### src/nlqt_pkg.sv
// Shared types and constants for the neighbor link-quality table.
// No dependencies.
package nlqt_pkg;

  localparam int unsigned PERMILLE   = 1000;
  localparam int unsigned DIVIDEND_W = 26;
  localparam int unsigned DIVISOR_W  = 16;
  localparam int unsigned QUOT_W     = 16;
  localparam logic [31:0] TIMEOUT_RST = 32'd768;

  typedef struct packed {
    logic [15:0]        addr;
    logic signed [7:0]  rssi;
    logic [15:0]        unique_cnt;
    logic [15:0]        dup_cnt;
    logic [15:0]        oldest_seq;
    logic [15:0]        newest_seq;
    logic [15:0]        sent;
    logic [15:0]        ratio;
    logic [31:0]        seen;
  } entry_t;

endpackage

### src/nlqt_div.sv
// Restoring divider, one quotient bit per cycle.
// Depends on nlqt_pkg.
module nlqt_div
  import nlqt_pkg::*;
(
  input  logic                  clk,
  input  logic                  rst,
  input  logic                  start,
  input  logic [DIVIDEND_W-1:0] dividend,
  input  logic [DIVISOR_W-1:0]  divisor,
  output logic                  done,
  output logic [QUOT_W-1:0]     quotient
);

  localparam int unsigned CNT_W = $clog2(DIVIDEND_W + 1);

  logic                  busy;
  logic [CNT_W-1:0]      cnt;
  logic [DIVISOR_W:0]    rem;
  logic [DIVIDEND_W-1:0] q;
  logic [DIVISOR_W-1:0]  dvs;
  logic [DIVISOR_W:0]    trial;

  assign trial    = {rem[DIVISOR_W-1:0], q[DIVIDEND_W-1]};
  assign quotient = q[QUOT_W-1:0];

  always_ff @(posedge clk) begin
    if (rst) begin
      busy <= 1'b0;
      done <= 1'b0;
      cnt  <= '0;
    end else begin
      done <= 1'b0;
      if (start) begin
        busy <= 1'b1;
        cnt  <= '0;
        rem  <= '0;
        q    <= dividend;
        dvs  <= divisor;
      end else if (busy) begin
        if (trial >= {1'b0, dvs}) begin
          rem <= trial - {1'b0, dvs};
          q   <= {q[DIVIDEND_W-2:0], 1'b1};
        end else begin
          rem <= trial;
          q   <= {q[DIVIDEND_W-2:0], 1'b0};
        end
        cnt <= cnt + 1'b1;
        if (cnt == CNT_W'(DIVIDEND_W - 1)) begin
          busy <= 1'b0;
          done <= 1'b1;
        end
      end
    end
  end

endmodule

### src/neighbor_link_quality_table_unit.sv
// Receive: search the table; for a new word on a full table, also scan for the weakest entry;
// a known entry is updated, with a divide for its ratio; then the table is sorted, one swap at a time.
// Sweep: one pass that replaces each stale entry by the last one. Each result word is held while out_stall is high.
// Throughput: one item at a time; the next is taken after its last result is taken.
// Reset (rst, synchronous): table empty, timeout_ticks = 768, no result pending.
// Depends on nlqt_pkg and nlqt_div (radix-2 restoring divider).
module neighbor_link_quality_table_unit
  import nlqt_pkg::*;
#(
  parameter int unsigned TABLE_DEPTH = 8
) (
  input  logic               clk,
  input  logic               rst,
  input  logic               cfg_wr_en,
  input  logic [31:0]        cfg_wr_data,
  input  logic               in_valid,
  output logic               in_stall,
  input  logic               op,
  input  logic [15:0]        src_addr,
  input  logic signed [7:0]  rssi,
  input  logic [15:0]        seq,
  input  logic [31:0]        now,
  output logic               out_valid,
  input  logic               out_stall,
  output logic               entry_valid,
  output logic [2:0]         slot,
  output logic [15:0]        neighbor_addr,
  output logic signed [7:0]  neighbor_rssi,
  output logic [15:0]        unique_count,
  output logic [15:0]        duplicate_count,
  output logic [15:0]        sent_estimate,
  output logic [15:0]        ratio_permille,
  output logic [3:0]         entry_total,
  output logic               last_of_run
);

  localparam int unsigned IW = $clog2(TABLE_DEPTH);
  localparam int unsigned CW = $clog2(TABLE_DEPTH + 1);

  typedef enum logic [14:0] {
    S_IDLE = 15'b000000000000001,
    S_FIND = 15'b000000000000010,
    S_MIN  = 15'b000000000000100,
    S_NEW  = 15'b000000000001000,
    S_UPD  = 15'b000000000010000,
    S_DST  = 15'b000000000100000,
    S_DIV  = 15'b000000001000000,
    S_WB   = 15'b000000010000000,
    S_SI   = 15'b000000100000000,
    S_SJ   = 15'b000001000000000,
    S_SW   = 15'b000010000000000,
    S_SWP  = 15'b000100000000000,
    S_MOVE = 15'b001000000000000,
    S_DUMP = 15'b010000000000000,
    S_WAIT = 15'b100000000000000
  } state_t;

  state_t            state;
  entry_t            tbl [TABLE_DEPTH];
  logic [CW-1:0]     total;
  logic [CW-1:0]     ptr;
  logic [CW-1:0]     jp;
  logic [IW-1:0]     idx;
  logic [IW-1:0]     rd_idx;
  entry_t            rd;
  entry_t            wk;
  entry_t            upd;
  entry_t            cur;
  entry_t            tmp;
  logic signed [7:0] minr;
  logic [31:0]       timeout_ticks;
  logic              op_r;
  logic [15:0]       addr_r;
  logic signed [7:0] rssi_r;
  logic [15:0]       seq_r;
  logic [31:0]       now_r;
  logic [CW-1:0]     last_idx;
  logic [15:0]       seq_diff;
  logic [15:0]       new_last;
  logic              div_start;
  logic              div_done;
  logic [QUOT_W-1:0] div_q;
  logic [DIVIDEND_W-1:0] dividend;

  assign last_idx = total - 1'b1;
  assign in_stall = (state != S_IDLE);
  assign seq_diff = seq_r - rd.newest_seq;
  assign new_last = (seq_diff != 16'd0 && !seq_diff[15]) ? seq_r : rd.newest_seq;
  assign dividend = DIVIDEND_W'(32'(wk.unique_cnt) * PERMILLE);
  assign div_start = (state == S_DST) && (wk.sent != 16'd0);

  always_comb begin
    case (state)
      S_UPD:   rd_idx = idx;
      S_SJ:    rd_idx = jp[IW-1:0];
      S_MOVE:  rd_idx = last_idx[IW-1:0];
      default: rd_idx = ptr[IW-1:0];
    endcase
  end

  assign rd = tbl[rd_idx];

  always_comb begin
    upd            = rd;
    upd.rssi       = rssi_r;
    upd.seen       = now_r;
    upd.newest_seq = new_last;
    upd.sent       = new_last - rd.oldest_seq + 16'd1;
    if (seq_diff == 16'd0) begin
      upd.dup_cnt = rd.dup_cnt + 16'd1;
    end else if (!seq_diff[15]) begin
      upd.unique_cnt = rd.unique_cnt + 16'd1;
    end
  end

  nlqt_div u_div (
    .clk      (clk),
    .rst      (rst),
    .start    (div_start),
    .dividend (dividend),
    .divisor  (wk.sent),
    .done     (div_done),
    .quotient (div_q)
  );

  always_ff @(posedge clk) begin
    if (rst) begin
      timeout_ticks <= TIMEOUT_RST;
    end else if (cfg_wr_en) begin
      timeout_ticks <= cfg_wr_data;
    end
  end

  always_ff @(posedge clk) begin
    if (rst) begin
      state     <= S_IDLE;
      total     <= '0;
      ptr       <= '0;
      out_valid <= 1'b0;
    end else begin
      case (state)
        S_IDLE: begin
          if (in_valid) begin
            op_r   <= op;
            addr_r <= src_addr;
            rssi_r <= rssi;
            seq_r  <= seq;
            now_r  <= now;
            ptr    <= '0;
            state  <= op ? S_SWP : S_FIND;
          end
        end
        S_FIND: begin
          if (ptr == total) begin
            if (total < CW'(TABLE_DEPTH)) begin
              idx   <= total[IW-1:0];
              total <= total + 1'b1;
              state <= S_NEW;
            end else begin
              ptr   <= '0;
              idx   <= '0;
              state <= S_MIN;
            end
          end else if (rd.addr == addr_r) begin
            idx   <= ptr[IW-1:0];
            state <= S_UPD;
          end else begin
            ptr <= ptr + 1'b1;
          end
        end
        S_MIN: begin
          if (ptr == CW'(TABLE_DEPTH)) begin
            state <= S_NEW;
          end else begin
            if (ptr == '0 || $signed(rd.rssi) < $signed(minr)) begin
              minr <= rd.rssi;
              idx  <= ptr[IW-1:0];
            end
            ptr <= ptr + 1'b1;
          end
        end
        S_NEW: begin
          tbl[idx] <= '{addr: addr_r, rssi: rssi_r, unique_cnt: 16'd1, dup_cnt: 16'd0,
                        oldest_seq: seq_r, newest_seq: seq_r, sent: 16'd1,
                        ratio: 16'(PERMILLE), seen: now_r};
          ptr   <= '0;
          state <= S_SI;
        end
        S_UPD: begin
          wk    <= upd;
          state <= S_DST;
        end
        S_DST: begin
          if (wk.sent == 16'd0) begin
            wk.ratio <= 16'd0;
            state    <= S_WB;
          end else begin
            state <= S_DIV;
          end
        end
        S_DIV: begin
          if (div_done) begin
            wk.ratio <= div_q;
            state    <= S_WB;
          end
        end
        S_WB: begin
          tbl[idx] <= wk;
          ptr      <= '0;
          state    <= S_SI;
        end
        S_SI: begin
          if (CW'(ptr + 1'b1) >= total) begin
            ptr   <= '0;
            state <= S_DUMP;
          end else begin
            cur   <= rd;
            jp    <= ptr + 1'b1;
            state <= S_SJ;
          end
        end
        S_SJ: begin
          if (jp == total) begin
            ptr   <= ptr + 1'b1;
            state <= S_SI;
          end else if ($signed(rd.rssi) > $signed(cur.rssi)) begin
            tbl[ptr[IW-1:0]] <= rd;
            tmp   <= rd;
            state <= S_SW;
          end else begin
            jp <= jp + 1'b1;
          end
        end
        S_SW: begin
          tbl[jp[IW-1:0]] <= cur;
          cur   <= tmp;
          jp    <= jp + 1'b1;
          state <= S_SJ;
        end
        S_SWP: begin
          if (ptr == total) begin
            ptr   <= '0;
            state <= S_DUMP;
          end else if ((now_r - rd.seen) > timeout_ticks) begin
            if (CW'(ptr + 1'b1) < total) begin
              state <= S_MOVE;
            end else begin
              total <= total - 1'b1;
            end
          end else begin
            ptr <= ptr + 1'b1;
          end
        end
        S_MOVE: begin
          tbl[ptr[IW-1:0]] <= rd;
          total <= total - 1'b1;
          state <= S_SWP;
        end
        S_DUMP: begin
          out_valid <= 1'b1;
          if (total == '0) begin
            entry_valid     <= 1'b0;
            slot            <= '0;
            neighbor_addr   <= '0;
            neighbor_rssi   <= '0;
            unique_count    <= '0;
            duplicate_count <= '0;
            sent_estimate   <= '0;
            ratio_permille  <= '0;
            entry_total     <= '0;
            last_of_run     <= 1'b1;
          end else begin
            entry_valid     <= 1'b1;
            slot            <= 3'(ptr);
            neighbor_addr   <= rd.addr;
            neighbor_rssi   <= rd.rssi;
            unique_count    <= rd.unique_cnt;
            duplicate_count <= rd.dup_cnt;
            sent_estimate   <= rd.sent;
            ratio_permille  <= rd.ratio;
            entry_total     <= 4'(total);
            last_of_run     <= (ptr == last_idx);
          end
          state <= S_WAIT;
        end
        S_WAIT: begin
          if (!out_stall) begin
            out_valid <= 1'b0;
            if (last_of_run) begin
              state <= S_IDLE;
            end else begin
              ptr   <= ptr + 1'b1;
              state <= S_DUMP;
            end
          end
        end
        default: state <= S_IDLE;
      endcase
    end
  end

`ifndef ASSERT_OFF
  a_total_range: assert property (@(posedge clk) disable iff (rst)
    total <= CW'(TABLE_DEPTH)) else $error("entry count beyond table depth");
  a_out_only_wait: assert property (@(posedge clk) disable iff (rst)
    out_valid |-> state == S_WAIT) else $error("result word outside wait state");
  a_div_done_state: assert property (@(posedge clk) disable iff (rst)
    div_done |-> state == S_DIV) else $error("divider done outside divide state");
  a_sweep_no_sort: assert property (@(posedge clk) disable iff (rst)
    (state == S_SI) |-> !op_r) else $error("sort entered on a sweep");
`endif

endmodule
### config.mk
export PLATFORM = sky130hd
export DESIGN_NAME = neighbor_link_quality_table_unit
export DESIGN_NICKNAME = d
export VERILOG_FILES = /design/src/nlqt_pkg.sv /design/src/nlqt_div.sv /design/src/neighbor_link_quality_table_unit.sv
export SDC_FILE = /design/constraint.sdc
export NUM_CORES = 2
export LEC_CHECK = 0
export BUFFER_PORTS_ARGS = -buffer_cell sky130_fd_sc_hd__clkbuf_2
export CAP_MARGIN = 20
export CORE_MARGIN = 2
export CORE_UTILIZATION = 25
export DETAILED_ROUTE_END_ITERATION = 7
export GPL_TIMING_DRIVEN = 0
export SYNTH_ARGS = -nofsm -noshare
export SYNTH_HDL_FRONTEND = slang
export SYNTH_HIERARCHICAL = 1
export SYNTH_SLANG_ARGS = --single-unit
### constraint.sdc
create_clock -name clk -period 27.3 [get_ports clk]
set_clock_uncertainty 0.1 [all_clocks]
set_input_delay 5.46 -clock clk [delete_from_list [all_inputs] [get_ports clk]]
set_output_delay 5.46 -clock clk [all_outputs]
set_load 0.01 [all_outputs]
### After elaboration in Yosys (flattened, before gate mapping)

Memories as Yosys holds them, arrays and structs flattened.
Cells that the tools add are included.
W data, S select, Z words.

| cells by class | value |
|---|---|
| add/subtract/negate cells | 12 |
| $mul | 1 |
| $lt $le $gt $ge | 7 |
| eq/ne operators | 47 |
| multiplexer cells | 92 |
| bitwise gates (word level) | 6 |
| reduce and logical (&&, ||, !) cells | 38 |

Operators by type and width:

| operator | number |
|---|---|
| $mux W152 | 5 |
| $pmux W152 S2 | 1 |
| $reduce_or A152 Y1 | 2 |
| $pmux W15 S14 | 1 |
| $mux W15 | 11 |
| $mux W16 | 8 |
| $mux W4 | 20 |
| $mux W26 | 2 |
| $add A16 B1 Y16 const B | 3 |
| $pmux W16 S3 | 1 |
| $sub A16 B16 Y16 | 3 |
| $gt A32 B32 Y1 | 1 |
| $logic_not A16 Y1 | 2 |
| $ne A2 B2 Y1 const B | 16 |
| $pmux W4 S8 | 1 |
| $reduce_bool A16 Y1 | 2 |
| $sub A32 B32 Y32 | 1 |
| $mux W14 | 2 |
| $mux W1 | 26 |
| $pmux W4 S3 | 2 |
| $mul A16 B7 Y23 const B | 1 |
| $mux W3 | 7 |
| $ne A3 B3 Y1 const B | 7 |
| $ge A17 B16 Y1 | 1 |
| 52 further kinds | 77 |

| word-level totals | value |
|---|---|
| bits in registers | 761 |
| bits in writable memories | 1216 |
| input bits | 110 |
| output and inout bits | 99 |
| memories kept | 1 |

Memories:

| name | depth | bits a word | read ports | clocked after memory_dff | write ports | line | source |
|---|---|---|---|---|---|---|---|
| tbl | 8 | 152 | 1 | 0 | 1 | neighbor_link_quality_table_unit.sv:59 | `entry_t tbl [TABLE_DEPTH];` |

### Depth between registers and ports, before layout

An unclocked memory read counts as a cell.

| depth | value |
|---|---|
| depth after elaboration | 13 |
| mapped depth | 48 |
| mapped depth without buffers | 38 |

### Modules after synthesis

The synthesis kept the hierarchy.

Modules (own cells, without submodules):

| module | instances | cells each | area an instance (um2) | seq. area each (um2) |
|---|---|---|---|---|
| neighbor_link_quality_table_unit | 1 | 7082 | 84735.0 | 56854.5 |
| nlqt_div | 1 | 325 | 3719.8 | 1881.8 |

### Worst setup path before layout

OpenSTA, ideal clock, no wires.

| path | value |
|---|---|
| kind | input-to-reg |
| start | input rst |
| end | memory tbl[0][0] (netlist name), enable pin |
| setup time | 0.850 ns |
| data arrival time | 16.903 ns |
| data required time | 26.350 ns |
| path slack | 9.447 ns |
| stages | 7 |
| path buffers | 1 |
| path through | clkbuf_1 > nor2_1 > o21ai_0 > o21a_1 > mux2i_1 > a21oi_1 > nor3_1 |

| on the way | value |
|---|---|
| word-level cells in the longest chain between the ends | 6 |

Ends and longest elaborated chain:

| what | line | source |
|---|---|---|
| start: declaration | neighbor_link_quality_table_unit.sv:13 | `input logic rst,` |
| $mux W1 | neighbor_link_quality_table_unit.sv:135 | `if (rst) begin` |
| $mux W1, on equally long branches | neighbor_link_quality_table_unit.sv:227, neighbor_link_quality_table_unit.sv:255 |  |
| $or A1 B1 Y1 (no line) | - |  |
| $reduce_or A152 Y1 (no line) | - |  |
| $mux W3 (no line) / $mux W1 (equally long branches) (2 in a row) | - |  |
| end: declaration | neighbor_link_quality_table_unit.sv:59 |  |

Parallel ways exist; a longest one is shown, timed or not.

==> flow_summary_export.csv <==
group,metric,value,unit
outcome,status,"complete, no violations",
yosys,syn_avg_cell_area,11.9,µm²
finish,nets,8395,
yosys,synth_area,88500,µm²
route,drt-vias-per-instance,4.80,
route,wl_per_cell,22.5,µm
clocking,clkTransAtPathRegs,0.06,ns
min_path,hp-class,"flop to flop",
route,wirelength,291000,µm
route,initialDrtViolationCount,8091,
finish,layout_commonest_cell,"edfxtp_1",
floorplanning,core,352000,µm²
global_route,grt_max_degree,102,
power,power_density,61.3,nW/µm²
power,intPower,5.06,mW
clocking,cts.sinks,1977,
clocking,cts_root_buf,"clkbuf_16",
clocking,postCtsResizedCells,0,
clocking,htree_num_levels,4,
sta,clock.fmax,74.5,MHz
setup_path,crit_fanout,10,
global_route,grt_pass1_wl,413000,µm
global_route,first_global_vias,58600,
setup_path,end_kind,"flop",
yosys,ys_warn_count,6,
global_route,grt_overflow,0,
floorplanning,die_x,599,µm
finish,final_cell_mix,"edfxtp_1, nand2_1, nand3_1",
yosys,ys_ff_latch,1977,
sta,fin_crit_sh,49.2,%
route,first_pass_iters,8,
power,pwr-share-clk,44.5,%
sta,drv_slew,0,
floorplanning,die_h,599,µm
finish,final_core_util,29.7,%
clocking,clock_path_buffers,4,
finish,syn2layout_area_growth,18.4,%
setup_path,crit_path_max_incr_delay,0.69,ns
setup_path,criticalPathCategory,"flop to flop",
yosys,yosysUniqueCellTypes,105,
floorplanning,ios,209,
run,drv_cap,0,
power,share_seq_of_total_power,52.0,%
setup_path,cpMaxStageDelayCell,"clkbuf_1",
yosys,synth_edf_count,1914,
route,vias,62000,
sta,slew_headroom,9.94,%
yosys,synth_ff_type,"edfxtp_1",
setup_path,cp-start-kind,"flop",
sta,period_minus_slack,13.42,ns
power,ir_drop,0.0000558,V
sta,finalSetupViolCount,0,
clocking,cts_tree,"done",
yosys,ys_async_sr_fraction,0,%
setup_path,path_delay_family,"buffers and inverters",
global_route,grt_use_total,15.7,%
clocking,post_cts.repair.setup_buffers,0,
yosys,syn-instance-count,7407,
floorplanning,start_util,25.1,%
clocking,cts_buffers,202,
placed_design,gp_congestion,0.876,
power,power_frac_comb,3.5,%
placed_design,hpwl,211000,µm
setup_path,arrival,13.97,ns
sta,tightest_slew,1.34,ns
global_route,grt_antenna_before_repair,32,
placed_design,portBuffers,207,
floorplanning,die-area,359000,µm²
clocking,hold_buffers,0,
route,drc,0,
clocking,clkLatencyLatePin,0.88,ns
sta,hold_viol_final,0,
setup_path,path_buf_inv,12,
route,ant_nets,0,
yosys,ys_seq_area_share,66.4,%
finish,drive_gt1_share,11.3,%
sta,rsz0062_at_grt,"no",
setup_path,required,27.85,ns
power,p_leak,37.5,nW
power,p_sw,1.36,mW
sta,setup_tns,0,ns
floorplanning,num_rows,218,
power,sw_frac_of_total,21.1,%
==> per-layer routing <==
layer / track usage, % / wire length [µm]
met5: 0 / 27
met4: 5.54 / 11300
met3: 3.13 / 29000
met2: 24.8 / 131000
met1: 21.3 / 119000
==> flip-flops by register name, summed over array words and instances, names as in the netlist, 5 cells and up <==
name             flops
duplicate_count     16
unique_count        16
minr                 8
state               15
neighbor_rssi        8
now_r               32
ratio_permille      16
timeout_ticks       32
neighbor_addr       16
u_div/q             26
u_div/cnt            5
sent_estimate       16
tmp                152
addr_r              16
u_div/dvs           16
seq_r               16
cur                152
tbl               1216
rssi_r               8
wk                 152
u_div/rem           16
==> synthesized netlist by cell type (12+ instances only) <==
master | number | area [µm²]
buf_4 | 34 | 255
a21o_1 | 38 | 285
o211ai_1 | 28 | 210
ha_1 | 206 | 2580
dfxtp_1 | 63 | 1260
a221oi_1 | 58 | 508
clkbuf_1 | 251 | 942
xor2_1 | 50 | 438
inv_1 | 256 | 961
buf_2 | 60 | 300
mux2_2 | 62 | 698
o21ai_1 | 23 | 115
a31oi_1 | 26 | 163
nand2_1 | 1499 | 5630
nor2b_1 | 27 | 169
or3_1 | 16 | 100
xnor2_1 | 82 | 718
nand4_1 | 40 | 250
o22ai_1 | 20 | 125
and2_1 | 89 | 557
nand3b_1 | 12 | 90.1
nand3_1 | 839 | 4200
a211oi_1 | 19 | 143
a22o_1 | 22 | 193
o21bai_1 | 16 | 120
nor3_1 | 56 | 280
nor2_1 | 601 | 2260
buf_1 | 59 | 221
o21a_1 | 24 | 180
mux2i_1 | 144 | 1440
o21ai_0 | 293 | 1470
fa_1 | 58 | 1160
edfxtp_1 | 1914 | 57500
and3_1 | 22 | 138
nor4_1 | 14 | 87.6
nand2b_1 | 18 | 113
a21oi_1 | 191 | 956
==> area by class of cell <==
cell class	instances	area (µm²)
antenna	7	17.5
buffer	410	1820
clock buffer	249	5320
clock inverter	111	1330
fill	35800	248000
inverter	258	976
multi-input combinational	4764	27000
sequential	1977	58700
tap	4730	5920
timing repair buffer	408	3620
==> worst min-delay path: stages, from the launching register on <==
cell	delay, ns
dfxtp_1	0.32
mux2i_1	0.06
nor2_1	0.07
==> path summary, 6_finish.rpt <==
path,from,endpoint,slack (ns),cells after the start
worst max register to register,total[1],wk[63],13.88,45
worst min-delay path,timeout_ticks[26],timeout_ticks[26],0.39,2
worst max-delay path,total[1],wk[63],13.88,45
worst min register to register,timeout_ticks[26],timeout_ticks[26],0.39,2
==> power by group through the flow <==
stage | Combinational [mW] | Clock [mW] | Sequential (mW)
2_1_floorplan | 0.137 | 0 | 3.40
3_3_place_gp | 0.211 | 0 | 3.41
3_5_place_dp | 0.221 | 0 | 3.40
4_1_cts | 0.222 | 2.88 | 3.34
5_1_grt | 0.248 | 2.99 | 3.34
6_report | 0.226 | 2.86 | 3.34
==> metrics by stage <==
stage / hold WS (ns) / instance area [µm²] / std cells / setup slack [ns] / total power [mW]
4_1_cts: 0.398 / 105000 / 12900 / 14.06 / 6.44
3_3_place_gp: 0.376 / 95400 / 12300 / -5.67 / 3.62
3_5_place_dp: 0.383 / 98000 / 12500 / 14.09 / 3.62
6_report: 0.391 / 105000 / 12900 / 13.88 / 6.42
5_1_grt: 0.406 / 105000 / 12900 / 13.21 / 6.58
2_1_floorplan: 0.326 / 88500 / 7409 / 9.45 / 3.53
==> logic make-up (layout without fill, tap and decap cells) <==
family / after synthesis / in the layout / share of synthesized area [%]
other: 1 / 10 / 0.00424
AO/OA/AOI/OAI: 855 / 855 / 6.07
buffers and inverters: 668 / 1436 / 3.14
multiplexers: 209 / 209 / 2.48
XOR/XNOR: 132 / 132 / 1.31
adder cells (fa/ha/maj): 264 / 264 / 4.23
flip-flops: 1977 / 1977 / 66.4
AND/OR/NAND/NOR: 3301 / 3301 / 16.4
Power figures use the tool's default switching activity.
